`src/hw/rtl/fwhist_pkg.sv`:
```
// Shared types and constants for the fixed-width histogram engine.
package fwhist_pkg;

	// Field widths fixed by the interface.
	localparam int SAMPLE_W    = 17;
	localparam int READ_BIN_W  = 8;
	localparam int RESULT_W    = 32;
	// Widest bin index and widest counter that the block supports.
	localparam int BIN_IDX_W   = 12;
	localparam int COUNT_EXT_W = 48;
	// Restoring divider: one quotient bit per step.
	localparam int DIV_STEPS   = SAMPLE_W;
	localparam int STEP_W      = $clog2(DIV_STEPS + 1);
	// Depth of the command queue between the front and back parts.
	localparam int QUEUE_DEPTH = 2;

	// Item opcodes.
	localparam logic [1:0] OP_ACCUMULATE = 2'd0;
	localparam logic [1:0] OP_READ       = 2'd1;
	localparam logic [1:0] OP_CLEAR      = 2'd2;

	// Configuration register indexes.
	localparam logic [0:0] REG_MIN_VALUE = 1'b0;
	localparam logic [0:0] REG_BIN_WIDTH = 1'b1;

	typedef enum logic [1:0] {
		CMD_ACCUMULATE,
		CMD_READ,
		CMD_CLEAR
	} cmd_kind_t;

	// One classified command handed from the front part to the back part.
	typedef struct packed {
		cmd_kind_t              kind;
		logic [BIN_IDX_W-1:0]   bin;
	} cmd_t;

	typedef enum logic [1:0] {
		F_IDLE,
		F_DIVIDE,
		F_PUSH
	} front_state_t;

	typedef enum logic [1:0] {
		B_SWEEP,
		B_IDLE,
		B_UPDATE,
		B_REPORT
	} back_state_t;

endpackage

```
`src/hw/rtl/fwhist_queue.sv`:
```
// Short command queue between the front and back parts.
module fwhist_queue (
	input  logic              clk,
	input  logic              arst_n,
	input  logic              push,
	input  fwhist_pkg::cmd_t  push_cmd,
	input  logic              pop,
	output fwhist_pkg::cmd_t  head,
	output logic              full,
	output logic              empty
);
	import fwhist_pkg::*;

	localparam int PTR_W = $clog2(QUEUE_DEPTH);

	cmd_t              entries_q [QUEUE_DEPTH];
	logic [PTR_W-1:0]  wr_ptr_q, rd_ptr_q;
	logic [PTR_W:0]    count_q;

	assign head  = entries_q[rd_ptr_q];
	assign full  = count_q == (PTR_W + 1)'(QUEUE_DEPTH);
	assign empty = count_q == '0;

	// Pointers and fill count.
	always_ff @(posedge clk or negedge arst_n) begin
		if (!arst_n) begin
			wr_ptr_q <= '0;
			rd_ptr_q <= '0;
			count_q  <= '0;
		end else begin
			if (push) begin
				wr_ptr_q <= (wr_ptr_q == PTR_W'(QUEUE_DEPTH - 1)) ? '0 : wr_ptr_q + PTR_W'(1);
			end
			if (pop) begin
				rd_ptr_q <= (rd_ptr_q == PTR_W'(QUEUE_DEPTH - 1)) ? '0 : rd_ptr_q + PTR_W'(1);
			end
			if (push && !pop) count_q <= count_q + (PTR_W + 1)'(1);
			else if (pop && !push) count_q <= count_q - (PTR_W + 1)'(1);
		end
	end

	// Entry storage.
	always_ff @(posedge clk) begin
		if (push) entries_q[wr_ptr_q] <= push_cmd;
	end

endmodule

```
`config.mk`:
```
export PLATFORM = sky130hd
export DESIGN_NAME = fwhist_queue
export DESIGN_NICKNAME = d
export VERILOG_FILES = /design/src/hw/rtl/fwhist_pkg.sv /design/src/hw/rtl/fwhist_queue.sv
export SDC_FILE = /design/constraint.sdc
export NUM_CORES = 1
export LEC_CHECK = 0
export ABC_AREA = 1
export BUFFER_PORTS_ARGS = -buffer_cell sky130_fd_sc_hd__buf_2
export CORE_AREA = 10 10 73 60
export DETAILED_ROUTE_END_ITERATION = 10
export DIE_AREA = 0 0 83 70
export GPL_ROUTABILITY_DRIVEN = 0
export PLACE_DENSITY = 0.67
export SYNTH_ARGS = -nofsm -noshare
export SYNTH_HDL_FRONTEND = slang
export SYNTH_SLANG_ARGS = --single-unit
```
`constraint.sdc`:
```
create_clock -name clk -period 1.3 [get_ports clk]
set_input_delay 0.065 -clock clk [delete_from_list [all_inputs] [get_ports clk]]
set_output_delay 0.065 -clock clk [all_outputs]
set_load 0.1 [all_outputs]
```
# Yosys cells after proc, flatten, opt, wreduce, memory -nomap -nowiden
# Memory sizes are Yosys's and may differ from the RTL's.
# Cells that the tools add are included.
[totals]
regBits = 4
wordCells = 21
mem_count = 1
inputBits = 18
mem_bits_rw = 28
out_inout_bits = 16
[op_classes]
reduce_logical = 6
add_sub_neg = 4
n_mux = 6
eq_ne = 1
[memory_table]
columns = ["name", "words", "word_bits", "rd", "rd_clocked_by_memory_dff", "write_ports", "line_no", "source"]
rows = [
  ["entries_q", 2, 14, 1, 0, 1, "fwhist_queue.sv:16", "cmd_t entries_q [QUEUE_DEPTH];"],
]
[op_table]
columns = ["cell", "n"]
rows = [
  ["1-bit two-way mux", 4],
  ["2-bit two-way mux", 2],
  ["1-bit adder, second input constant", 2],
  ["2-bit by 1-bit adder with 2-bit output, second input constant", 1],
  ["2-bit == test, second input constant", 1],
  ["1-bit logical AND", 2],
  ["1-bit logical NOT", 2],
  ["2-bit logical NOT", 1],
  ["2-bit nonzero test", 1],
  ["2-bit by 1-bit subtractor with 2-bit output, second input constant", 1],
]

# Depth between registers and ports, before layout
[depth]
depth_word = 4
mapped_depth = 7
depth_no_buf = 7

# Worst setup path before layout
# Ideal clock, no wire load.
[synth_path]
path_kind = "register to output"
startpoint = "register count_q[0]"
endpoint = "output port full"
path_stages_with_launch = 2
path_buffers = 0
path_slack_ns = -0.446
arrival_ns = 1.681
required_ns = 1.235
cell_sequence = "dfrtp_1 > nor2_1"
[synth_via]
elab_chain_cells = 1
[synth_lines]
columns = ["item", "line_no", "source"]
rows = [
  ["start, declared", "fwhist_queue.sv:18", "logic [PTR_W:0] count_q;"],
  ["start signal, assigned", "fwhist_queue.sv:37", "if (push && !pop) count_q <= count_q + (PTR_W + 1)'(1);"],
  ["start signal, assigned", "fwhist_queue.sv:38", "else if (pop && !push) count_q <= count_q - (PTR_W + 1)'(1);"],
  ["2-bit == test", "fwhist_queue.sv:21", "assign full = count_q == (PTR_W + 1)'(QUEUE_DEPTH);"],
  ["end, declared", "fwhist_queue.sv:9", "output logic full,"],
]
# No other way between the ends.

==> results.py <==
metrics = {
    "clock_tree": {
        "ctsLongestPathBuffers": 2,
        "clk_pin_slew_worst_paths_ns": 0.06,
        "cts_setup_buffers": 0,
        "cts_sinks": 32,
        "ctsRootBufferMaster": "clkbuf_8",
        "cts_buffers": 5,
        "cts_tree": "yes",
        "htreeDepth": 2,
        "clkLatencyLatePin_ns": 0.28,
    },
    "route": {
        "viasPerCell": 4.42,
        "firstDrtPassIters": 2,
        "drc_errors": 0,
        "drt.antenna.violating_nets": 0,
        "first_iter_violations": 50,
        "routed_wl_um": 2540,
        "post_drt_wl_per_cell_um": 14.9,
        "vias": 756,
    },
    "synth": {
        "ys_seq_area_frac": 0.741,
        "yosys.cell_types.count": 14,
        "syn-num-nets": 88,
        "synth_top_cell_by_area": "edfxtp_1",
        "syn_avg_cell_area_um2": 18.4,
        "synth_warnings": 0,
        "synthesis.area_mm2": 0.00127,
        "ys_ff_latch": 32,
        "yosys-top-cells-area": "edfxtp_1 66%, mux2_4 11%, dfrtp_1 7.9%",
        "synth_top_area_frac": 0.662,
        "synth_cells": 69,
    },
    "die": {
        "row_count": 18,
        "io_pins": 34,
        "fp.dieW_um": 83,
        "die_area_mm2": 0.00581,
        "core_region_area_mm2": 0.00306,
        "dieHeight_um": 70,
        "start_util": 0.415,
    },
    "global_route": {
        "gr-usage-met2": 0.146,
        "top_usage_layer": "met2",
        "gr-total-overflow": 0,
        "grt_first_pass_wirelength_um": 4260,
        "grt_usage": 0.0936,
        "grt_pass1_vias": 849,
        "grt_max_degree": 11,
        "use_met1": 0.0992,
        "met3_usage": 0.0521,
        "grt_antenna_before_repair": 0,
    },
    "worst_setup_path": {
        "path_class": "register to output pin",
        "arrival_ns": 1.40,
        "reg2reg_from": "wr_ptr_q",
        "rr_worst_depth": 2,
        "cp-start-kind": "register",
        "critical_path_required_ns": 1.24,
        "crit_start": "rd_ptr_q",
        "end_kind": "output pin",
        "crit_fanout": 6,
    },
    "cells_and_area": {
        "layout_commonest_cell": "edfxtp_1",
        "final_cell_mix": "28 x edfxtp_1, 17 x buf_2, 17 x buf_12, 16 x dlygate4sd3_1, 14 x mux2_4",
        "drive_above_1_share": 0.496,
        "antenna_cells": 0,
        "stdcell_area_mm2": 0.00208,
        "fin_nets": 149,
        "area_growth_pct": 63.4,
    },
    "timing": {
        "slew_headroom": 0.861,
        "fin_ws_ns": -0.160,
        "finalMaxSlewViolations": 0,
        "rsz0062_at_grt": "true",
        "finalHoldViolations": 0,
        "finalCritPeriodShare": 1.12,
        "setup_viol": 14,
        "period_needed_ns": 1.46,
        "tightest_slew_ns": 0.209,
        "max_freq_ghz": 0.685,
        "clock_skew_ns": 0.00122,
    },
    "hold_path": {
        "hp-class": "input pin to register",
        "min_from": "push",
        "min_path_cells": 2,
    },
    "job": {
        "cap_viol_max_count": 0,
    },
    "run_status": {
        "outcome": "finished, violations left",
        "violations": "negative setup slack",
    },
    "place": {
        "dpl.hpwl_um": 1810,
        "numPortBuffers": 33,
        "dpl_cell_area_mm2": 0.00176,
    },
}
## layer usage
layer / vias to the layer above / routed length (um)
li1: 367 / -
met2: 27 / 1270
met5: - / 0
met3: 2 / 169
met4: 0 / 35
met1: 360 / 1060
## repair_timing
item | 4_1_cts | 5_1_grt
endpoints found under the hold margin | 33 | 0
setup endpoints to repair | 14 | 14
hold buffers | 16 | 0
resized for setup | 6 | 3
gates cloned | 1 | 0
## cell usage after synthesis
library cell	number
buf_12	1
buf_6	1
dfrtp_1	4
edfxtp_1	28
ha_1	1
inv_1	7
mux2_2	5
mux2_4	9
nand2_1	5
nand3_1	1
nand4_1	1
nor2_1	3
xnor2_1	1
xor2_1	2
## cell families (layout without fill, tap and decap cells)
logic type	Yosys count	in the layout	share of synthesized area
adder cells (fa/ha/maj)	1	1	0.00985
XOR/XNOR	3	3	0.0207
buffers and inverters	9	71	0.0453
AND/OR/NAND/NOR	10	10	0.0325
multiplexers	14	14	0.151
flip-flops	32	32	0.741
## flip-flops by register name, summed over array words and instances (netlist names)
name       count
count_q        2
entries_q     28
rd_ptr_q       1
wr_ptr_q       1
## worst paths after layout
kind | end | slack (ns)
max reg2reg | entries_q[0][10] | 0.26
min reg2reg | wr_ptr_q | 0.52
min | wr_ptr_q | 0.02
min in group asynchronous | wr_ptr_q | 0.11
max | head[8] | -0.16
max in group asynchronous | rd_ptr_q | 1.05
## worst max-delay path: stages, from the launching register on
cell and delay [ns]:
dfrtp_2 0.45, clkbuf_16 0.18, mux2_4 0.31, buf_12 0.17
## layout make-up
class | count | area [um2]
flip-flops and latches | 32 | 942
multi-input cells | 28 | 298
fillers | 225 | 987
clock buffers | 6 | 72.6
clock inverters | 2 | 35.0
well taps | 40 | 50.0
inverters | 7 | 26.3
repair buffers | 56 | 652
## per-stage QoR
step                setup slack, ns  hold WS [ns]  cells  setup TNS (ns)  utilization
floorplan                  -0.00220        -0.231     69        -0.00220            -
global placement              0.166        -0.127    146               0        0.574
detailed placement            0.119        -0.122    146               0        0.574
CTS                          -0.186       0.00913    171           -2.46        0.676
global route                 -0.204        0.0163    171           -2.63        0.678
finish                       -0.160        0.0210    171           -2.04        0.678
Power is left out: the tool's default activity adds up to more than one toggle a clock period on the data nets, which glitch-free logic cannot reach.
