===== src/hw/rtl/fwhist_pkg.sv =====
// Shared types and constants for the fixed-width histogram engine.
package fwhist_pkg;

	// Field widths fixed by the interface.
	localparam int SAMPLE_W    = 17;
	localparam int READ_BIN_W  = 8;
	localparam int RESULT_W    = 32;
	// Widest bin index and widest counter that the block supports.
	localparam int BIN_IDX_W   = 12;
	localparam int COUNT_EXT_W = 48;
	// Restoring divider: one quotient bit per step.
	localparam int DIV_STEPS   = SAMPLE_W;
	localparam int STEP_W      = $clog2(DIV_STEPS + 1);
	// Depth of the command queue between the front and back parts.
	localparam int QUEUE_DEPTH = 2;

	// Item opcodes.
	localparam logic [1:0] OP_ACCUMULATE = 2'd0;
	localparam logic [1:0] OP_READ       = 2'd1;
	localparam logic [1:0] OP_CLEAR      = 2'd2;

	// Configuration register indexes.
	localparam logic [0:0] REG_MIN_VALUE = 1'b0;
	localparam logic [0:0] REG_BIN_WIDTH = 1'b1;

	typedef enum logic [1:0] {
		CMD_ACCUMULATE,
		CMD_READ,
		CMD_CLEAR
	} cmd_kind_t;

	// One classified command handed from the front part to the back part.
	typedef struct packed {
		cmd_kind_t              kind;
		logic [BIN_IDX_W-1:0]   bin;
	} cmd_t;

	typedef enum logic [1:0] {
		F_IDLE,
		F_DIVIDE,
		F_PUSH
	} front_state_t;

	typedef enum logic [1:0] {
		B_SWEEP,
		B_IDLE,
		B_UPDATE,
		B_REPORT
	} back_state_t;

endpackage


===== src/hw/rtl/fwhist_front.sv =====
// Front part: accepts items, finds the bin of a sample with a serial divider, queues commands.
module fwhist_front #(
	parameter int BIN_COUNT = 256
) (
	input  logic                               clk,
	input  logic                               arst_n,
	input  logic                               start,
	input  logic [1:0]                         opcode,
	input  logic [fwhist_pkg::SAMPLE_W-1:0]    sample_value,
	input  logic [fwhist_pkg::READ_BIN_W-1:0]  read_bin,
	input  logic [fwhist_pkg::SAMPLE_W-1:0]    min_value,
	input  logic [fwhist_pkg::SAMPLE_W-1:0]    bin_width,
	input  logic                               queue_full,
	output logic                               busy,
	output logic                               push,
	output fwhist_pkg::cmd_t                   push_cmd
);
	import fwhist_pkg::*;

	localparam logic [SAMPLE_W-1:0] LAST_BIN = SAMPLE_W'(BIN_COUNT - 1);

	front_state_t          state_q, state_d;
	logic [STEP_W-1:0]     step_q;
	logic [SAMPLE_W-1:0]   rem_q, quo_q, div_q;
	cmd_t                  cmd_q;
	logic                  accept;
	logic                  below_min;
	logic                  last_step;
	logic [SAMPLE_W:0]     shifted, trial;
	logic                  fits;
	logic [SAMPLE_W-1:0]   rem_next, quo_next;
	logic [BIN_IDX_W-1:0]  bin_clamped;

	assign accept    = start && (state_q == F_IDLE);
	assign below_min = sample_value < min_value;
	assign last_step = step_q == STEP_W'(DIV_STEPS - 1);

	// One restoring division step: bring down the next dividend bit, try the subtract.
	always_comb begin
		shifted     = {rem_q, quo_q[SAMPLE_W-1]};
		trial       = shifted - {1'b0, div_q};
		fits        = shifted >= {1'b0, div_q};
		rem_next    = fits ? trial[SAMPLE_W-1:0] : shifted[SAMPLE_W-1:0];
		quo_next    = {quo_q[SAMPLE_W-2:0], fits};
		bin_clamped = (quo_next > LAST_BIN) ? BIN_IDX_W'(BIN_COUNT - 1)
		                                    : quo_next[BIN_IDX_W-1:0];
	end

	// Next state.
	always_comb begin
		state_d = state_q;
		unique case (state_q)
			F_IDLE: begin
				if (accept) begin
					case (opcode)
						OP_ACCUMULATE: state_d = below_min ? F_PUSH : F_DIVIDE;
						OP_READ, OP_CLEAR: state_d = F_PUSH;
						default: state_d = F_IDLE;
					endcase
				end
			end
			F_DIVIDE: begin
				if (last_step) state_d = F_PUSH;
			end
			F_PUSH: begin
				if (!queue_full) state_d = F_IDLE;
			end
			default: state_d = F_IDLE;
		endcase
	end

	// Outputs.
	always_comb begin
		busy     = state_q != F_IDLE;
		push     = (state_q == F_PUSH) && !queue_full;
		push_cmd = cmd_q;
	end

	// Control registers.
	always_ff @(posedge clk or negedge arst_n) begin
		if (!arst_n) begin
			state_q <= F_IDLE;
			step_q  <= '0;
		end else begin
			state_q <= state_d;
			if (state_q == F_DIVIDE) step_q <= step_q + STEP_W'(1);
			else step_q <= '0;
		end
	end

	// Divider and command registers.
	always_ff @(posedge clk) begin
		if (accept) begin
			rem_q <= '0;
			quo_q <= sample_value - min_value;
			div_q <= (bin_width == '0) ? SAMPLE_W'(1) : bin_width;
			case (opcode)
				OP_ACCUMULATE: cmd_q <= '{kind: CMD_ACCUMULATE, bin: '0};
				OP_READ:       cmd_q <= '{kind: CMD_READ, bin: BIN_IDX_W'(read_bin)};
				OP_CLEAR:      cmd_q <= '{kind: CMD_CLEAR, bin: '0};
				default:       cmd_q <= cmd_q;
			endcase
		end else if (state_q == F_DIVIDE) begin
			rem_q <= rem_next;
			quo_q <= quo_next;
			if (last_step) cmd_q.bin <= bin_clamped;
		end
	end

endmodule


===== config.mk =====
export PLATFORM = sky130hd
export DESIGN_NAME = fwhist_front
export DESIGN_NICKNAME = d
export VERILOG_FILES = /design/src/hw/rtl/fwhist_pkg.sv /design/src/hw/rtl/fwhist_front.sv
export SDC_FILE = /design/constraint.sdc
export NUM_CORES = 1
export LEC_CHECK = 0
export ABC_AREA = 0
export BUFFER_PORTS_ARGS = -buffer_cell sky130_fd_sc_hd__buf_4
export CAP_MARGIN = 10
export CORE_UTILIZATION = 32
export DETAILED_ROUTE_END_ITERATION = 8
export GPL_ROUTABILITY_DRIVEN = 0
export PLACE_DENSITY = 0.6
export SETUP_SLACK_MARGIN = 0.2
export SLEW_MARGIN = 30
export SYNTH_ARGS = -nofsm -noshare
export SYNTH_HDL_FRONTEND = slang
export SYNTH_SLANG_ARGS = --single-unit
export TNS_END_PERCENT = 20

===== constraint.sdc =====
create_clock -name clk -period 2.55 [get_ports clk]
set_clock_uncertainty 0.1 [all_clocks]
set_input_delay 0.1275 -clock clk [delete_from_list [all_inputs] [get_ports clk]]
set_output_delay 0.1275 -clock clk [all_outputs]
set_load 0.1 [all_outputs]

# Word level (Yosys, flattened, before mapping)
# Cells that the tools add are included.
[classes]
addsub = 3
magnitude_cmp = 3
n_eq_ne = 9
muxes = 15
n_reduce_logical = 14
[op_table]
columns = ["operator", "n"]
rows = [
  ["$mux 17", 3],
  ["$mux 12", 4],
  ["$pmux 14 s3", 1],
  ["$sub 17x17->17", 2],
  ["$ge 18x17->1", 1],
  ["$gt 17x8->1 const B", 1],
  ["$logic_not 17->1", 1],
  ["$lt 17x17->1", 1],
  ["$mux 2", 4],
  ["$ne 2x2->1 const B", 3],
  ["$pmux 2 s3", 1],
  ["$reduce_and 3->1", 2],
  ["$reduce_bool 2->1", 3],
  ["$add 5x1->5 const B", 1],
  ["$eq 5x5->1 const B", 1],
  ["$mux 5", 1],
  ["$eq 2x1->1 const B", 2],
  ["$eq 2x2->1 const B", 2],
  ["$logic_not 2->1", 2],
  ["$ne 4x1->1 const B", 1],
  ["$pmux 2 s2", 1],
  ["$reduce_bool 3->1", 1],
  ["$logic_and 1x1->1", 2],
  ["$reduce_and 2->1", 1],
  ["other kinds (2)", 2],
]
[word_totals]
regBits = 72
output_inout_bits = 16

# Longest topological paths before layout
[depth]
depth_word = 6
mapped_depth = 11

# Least setup slack after synthesis
# OpenSTA, ideal clock, no wires.
[synth_timing]
path_kind = "register -> output"
start = "register state_q[0]"
end = "output port push"
arrival_ns = 2.634
t_required_ns = 2.322
setup_slack_ns = -0.311
stages_incl_launch_ff = 2
path_cell_list = "dfrtp_1 > nor3b_1"
[synth_via]
elab_chain_cells = 2
[synth_lines]
columns = ["item", "line", "rtl"]
rows = [
  ["start, declared", "fwhist_front.sv:22", "front_state_t state_q, state_d;"],
  ["start signal, assigned", "fwhist_front.sv:85", "state_q <= state_d;"],
  ["$eq 2x2->1", "fwhist_front.sv:75", "push = (state_q == F_PUSH) && !queue_full;"],
  ["$logic_and 1x1->1", "fwhist_front.sv:75", ""],
  ["end, declared", "fwhist_front.sv:15", "output logic push,"],
]
# No other way between the ends.

# Worst setup path in the final report
[layout_timing]
start = "register div_q[0]"
end = "register rem_q[13]"
[layout_via]
elab_chain_cells = 2
[layout_lines]
columns = ["item", "line", "rtl"]
rows = [
  ["start, declared", "fwhist_front.sv:24", "logic [SAMPLE_W-1:0] rem_q, quo_q, div_q;"],
  ["start signal, assigned", "fwhist_front.sv:96", "div_q <= (bin_width == '0) ? SAMPLE_W'(1) : bin_width;"],
  ["$sub 17x17->17 / $ge 18x17->1 (equally long branches)", "fwhist_front.sv:41, fwhist_front.sv:42", ""],
  ["$mux 17 *", "fwhist_front.sv:43", "rem_next = fits ? trial[SAMPLE_W-1:0] : shifted[SAMPLE_W-1:0];"],
  ["end signal, assigned", "fwhist_front.sv:104", "rem_q <= rem_next;"],
  ["end, declared", "fwhist_front.sv:24", ""],
]
# Mark *: on every way between the ends. The rest lies on a longest branch, timed or not.
# A chain may end at the register's enable or synchronous reset.

==> results.toml <==
[status]
status = "finished, final reports clean"

[timing]
setup_viol = 0
hold_viol = 0
finalMaxSlewViolations = 0
fmax_ghz = 0.4028
min_period_ns = 2.483
rsz0062_at_grt = "true"
layout_worst_path_cycle_share_pct = 97.36

[power_and_ir_drop]
peakVddDrop_v = 0.0002716
powerDensity_nw_per_um2 = 634.2
report.power.total_mw = 3.954
power.leakage_nw = 2.723

[floorplan]
dieHeight_microns = 123.0
core_sq_um = 14100
start_util_pct = 33.24
die_width_microns = 123.0
die-area_sq_um = 15130
io_pins = 81
row_count = 43

[detailed_routing]
drt_iter0_drc = 302
wire_per_inst_microns = 14.06
drc = 0
drtPass1Iterations = 4
wl_mm = 11.50
vias = 4059
avgViaCountPerCell = 4.962
ant_nets = 0

[grt]
grtUsageMet3_pct = 3.321
grt_antenna_before_repair = 0
grt_busiest_layer = "met2"
grt_pass1_wl_mm = 18.67
track_usage_pct = 15.94
grt_use_met2_pct = 26.93
gr-usage-met1_pct = 20.08
grt-ovfl-total = 0
grt_max_degree = 41
grt_pass1_vias = 3949

[synthesis]
synth_area_per_cell_sq_um = 9.028
synth-edff-count = 48
synth.yosys.warnings = 0
synthCells = 519
ys.flop_type = "edfxtp_1"
ys_async_sr_fraction_pct = 9.722
ys_seq_elements = 72
synth_area_sq_um = 4686
post_synth_num_cell_types = 58
yosysSeqAreaShare_pct = 41.76

[place]
hpwl_mm = 8.700
port_buffers = 80
dp.cells = 775
placed_cell_area_sq_um = 5588

[worst_setup_path]
endpoint_kind = "flip-flop"
cp_cell_sequence = "ha_2 > fa_2 > nand2b_4 > a21oi_4 > o32ai_4 > o211a_1 > or3_1 > mux2_2 > nand2_1"
start_kind = "flip-flop"
crit_path_start = "div_q[0]"
arrival_ns = 2.67
criticalPathCategory = "flip-flop to flip-flop"
critPathMaxStageDelay_ns = 0.39
worstPathMaxFanout = 4
critPathSlowestCell = "edfxtp_1"
required_ns = 2.74
r2r-start = "div_q[0]"

[cells_and_area]
syn_to_final_growth_pct = 33.03
final_common_cell = "buf_4"
fin_nets = 741
fillCellCount = 1359
insertedDiodeCount = 0
fin_area_sq_um = 6233
fin_util_pct = 44.22
final_cells = 818
final_cell_mix = "buf_4, nor2_1, edfxtp_1"
drive_gt1_share_pct = 23.20

[cts]
cts_root_buffer = "clkbuf_16"
cts_sinks = 72
clkTransAtPathRegs_ns = 0.06
clk_latency_ns = 0.34
clock_path_buffers = 2
h-tree-depth = 3
cts_tree = "built"
numCtsBuffers = 9

[min_path]
min_path_type = "primary input to flip-flop"
min_from = "read_bin[1]"

[job]
drv_cap = 0
==> flip-flops by register name, summed over array words and instances, names as in the netlist <==
signal,cells
div_q,17
quo_q,17
rem_q,17
push_cmd,14
step_q,5
state_q,2
==> metal layers <==
metal  vias to the layer above  wire [microns]
met2                        72            5847
met3                         8             347
met1                      1899            5186
met4                         0             118
met5                         -               0
li1                       2080               -
==> path summary, 6_finish.rpt <==
kind / slack, ns / cells after the start / end
setup / recovery: 0.07 / 9 / rem_q[13]
hold / removal: 0.02 / 3 / push_cmd[1]
setup reg to reg: 0.07 / 9 / rem_q[13]
hold reg to reg: 0.38 / 2 / rem_q[2]
max in group asynchronous: 2.18 / 2 / step_q[1]
min in group asynchronous: 0.04 / 2 / step_q[2]
==> cells by family after synthesis <==
group	count (synthesis)	share of synthesized area, %
muxes	5	1.121
xor gates and xnor gates	24	4.486
buffers and inverters	73	6.035
adders and majority gates	43	11.80
DFF	72	41.76
AOI/OAI and AO/OA	141	19.07
other	1	0.08003
and+or+nand+nor	160	15.65
==> through the flow <==
stage	setup TNS [ns]	hold WS (ns)	worst slack (ns)
6_report	0	0.01534	0.06727
5_1_grt	-0.02289	0.01089	-0.02289
4_1_cts	0	0.001721	0.08072
3_5_place_dp	-0.007160	-0.1549	-0.007160
3_3_place_gp	0	-0.1552	0.03392
2_1_floorplan	0	-0.2681	0.09158
==> area by class of cell <==
type                       count  area (sq um)  share of cell area, %
timing repair buffer         126          1013                  16.26
inverter                      47         176.4                  2.830
sequential                    72          1957                  31.39
clock inverter                 7         53.80                 0.8631
tap                          180         225.2                  3.613
clock buffer                   9         225.2                  3.613
multi-input combinational    377          2582                  41.43
==> Yosys cell counts, types with 2 or more instances <==
| master | number | area [sq um] |
|---|---|---|
| nor2_1 | 56 | 210.2 |
| edfxtp_1 | 48 | 1441 |
| inv_1 | 46 | 172.7 |
| nand2_1 | 45 | 168.9 |
| ha_1 | 41 | 513.0 |
| a21oi_1 | 34 | 170.2 |
| o21ai_1 | 26 | 130.1 |
| clkbuf_1 | 22 | 82.58 |
| o21ai_0 | 22 | 110.1 |
| dfxtp_1 | 17 | 340.3 |
| xor2_1 | 16 | 140.1 |
| nand3_1 | 11 | 55.05 |
| nor3_1 | 9 | 45.04 |
| a32oi_1 | 8 | 70.07 |
| xnor2_1 | 8 | 70.07 |
| dfrtp_1 | 7 | 175.2 |
| nor2b_1 | 7 | 43.79 |
| o31ai_1 | 7 | 52.55 |
| a211oi_1 | 6 | 45.04 |
| a21o_1 | 6 | 45.04 |
| nand2b_1 | 6 | 37.54 |
| o21a_1 | 6 | 45.04 |
| or3_1 | 6 | 37.54 |
| a311oi_1 | 4 | 35.03 |
| nand4_1 | 4 | 25.02 |
| and2_1 | 3 | 18.77 |
| and3_1 | 3 | 18.77 |
| mux2i_1 | 3 | 30.03 |
| nor4_1 | 3 | 18.77 |
| o31a_1 | 3 | 26.28 |
| a31o_2 | 2 | 17.52 |
| buf_1 | 2 | 7.510 |
| fa_1 | 2 | 40.04 |
| mux2_2 | 2 | 22.52 |
| o211a_1 | 2 | 20.02 |
| o211ai_1 | 2 | 15.01 |
| o22ai_1 | 2 | 12.51 |
| or2_2 | 2 | 12.51 |
==> report_power, final <==
group / internal, mW / switching, mW
Combinational: 0.449 / 0.775
Clock: 0.666 / 0.517
Sequential: 1.47 / 0.0774
Total: 2.58 / 1.37
==> timing repair <==
item,4_1_cts,5_1_grt
pin swaps,1,17
hold endpoints to repair,27,0
gates resized for setup,2,24
setup buffers,3,3
gates cloned,0,0
hold buffers,21,0
setup endpoints to repair,19,19
==> critical path, delay by kind of cell, from the launching register on <==
kind / cells / cell delay [ns]
AOI/OAI and AO/OA: 3 / 0.55
adders and majority gates: 2 / 0.54
muxes: 1 / 0.26
DFF: 1 / 0.39
and+or+nand+nor: 3 / 0.58
(Power assumes the default switching activity.)
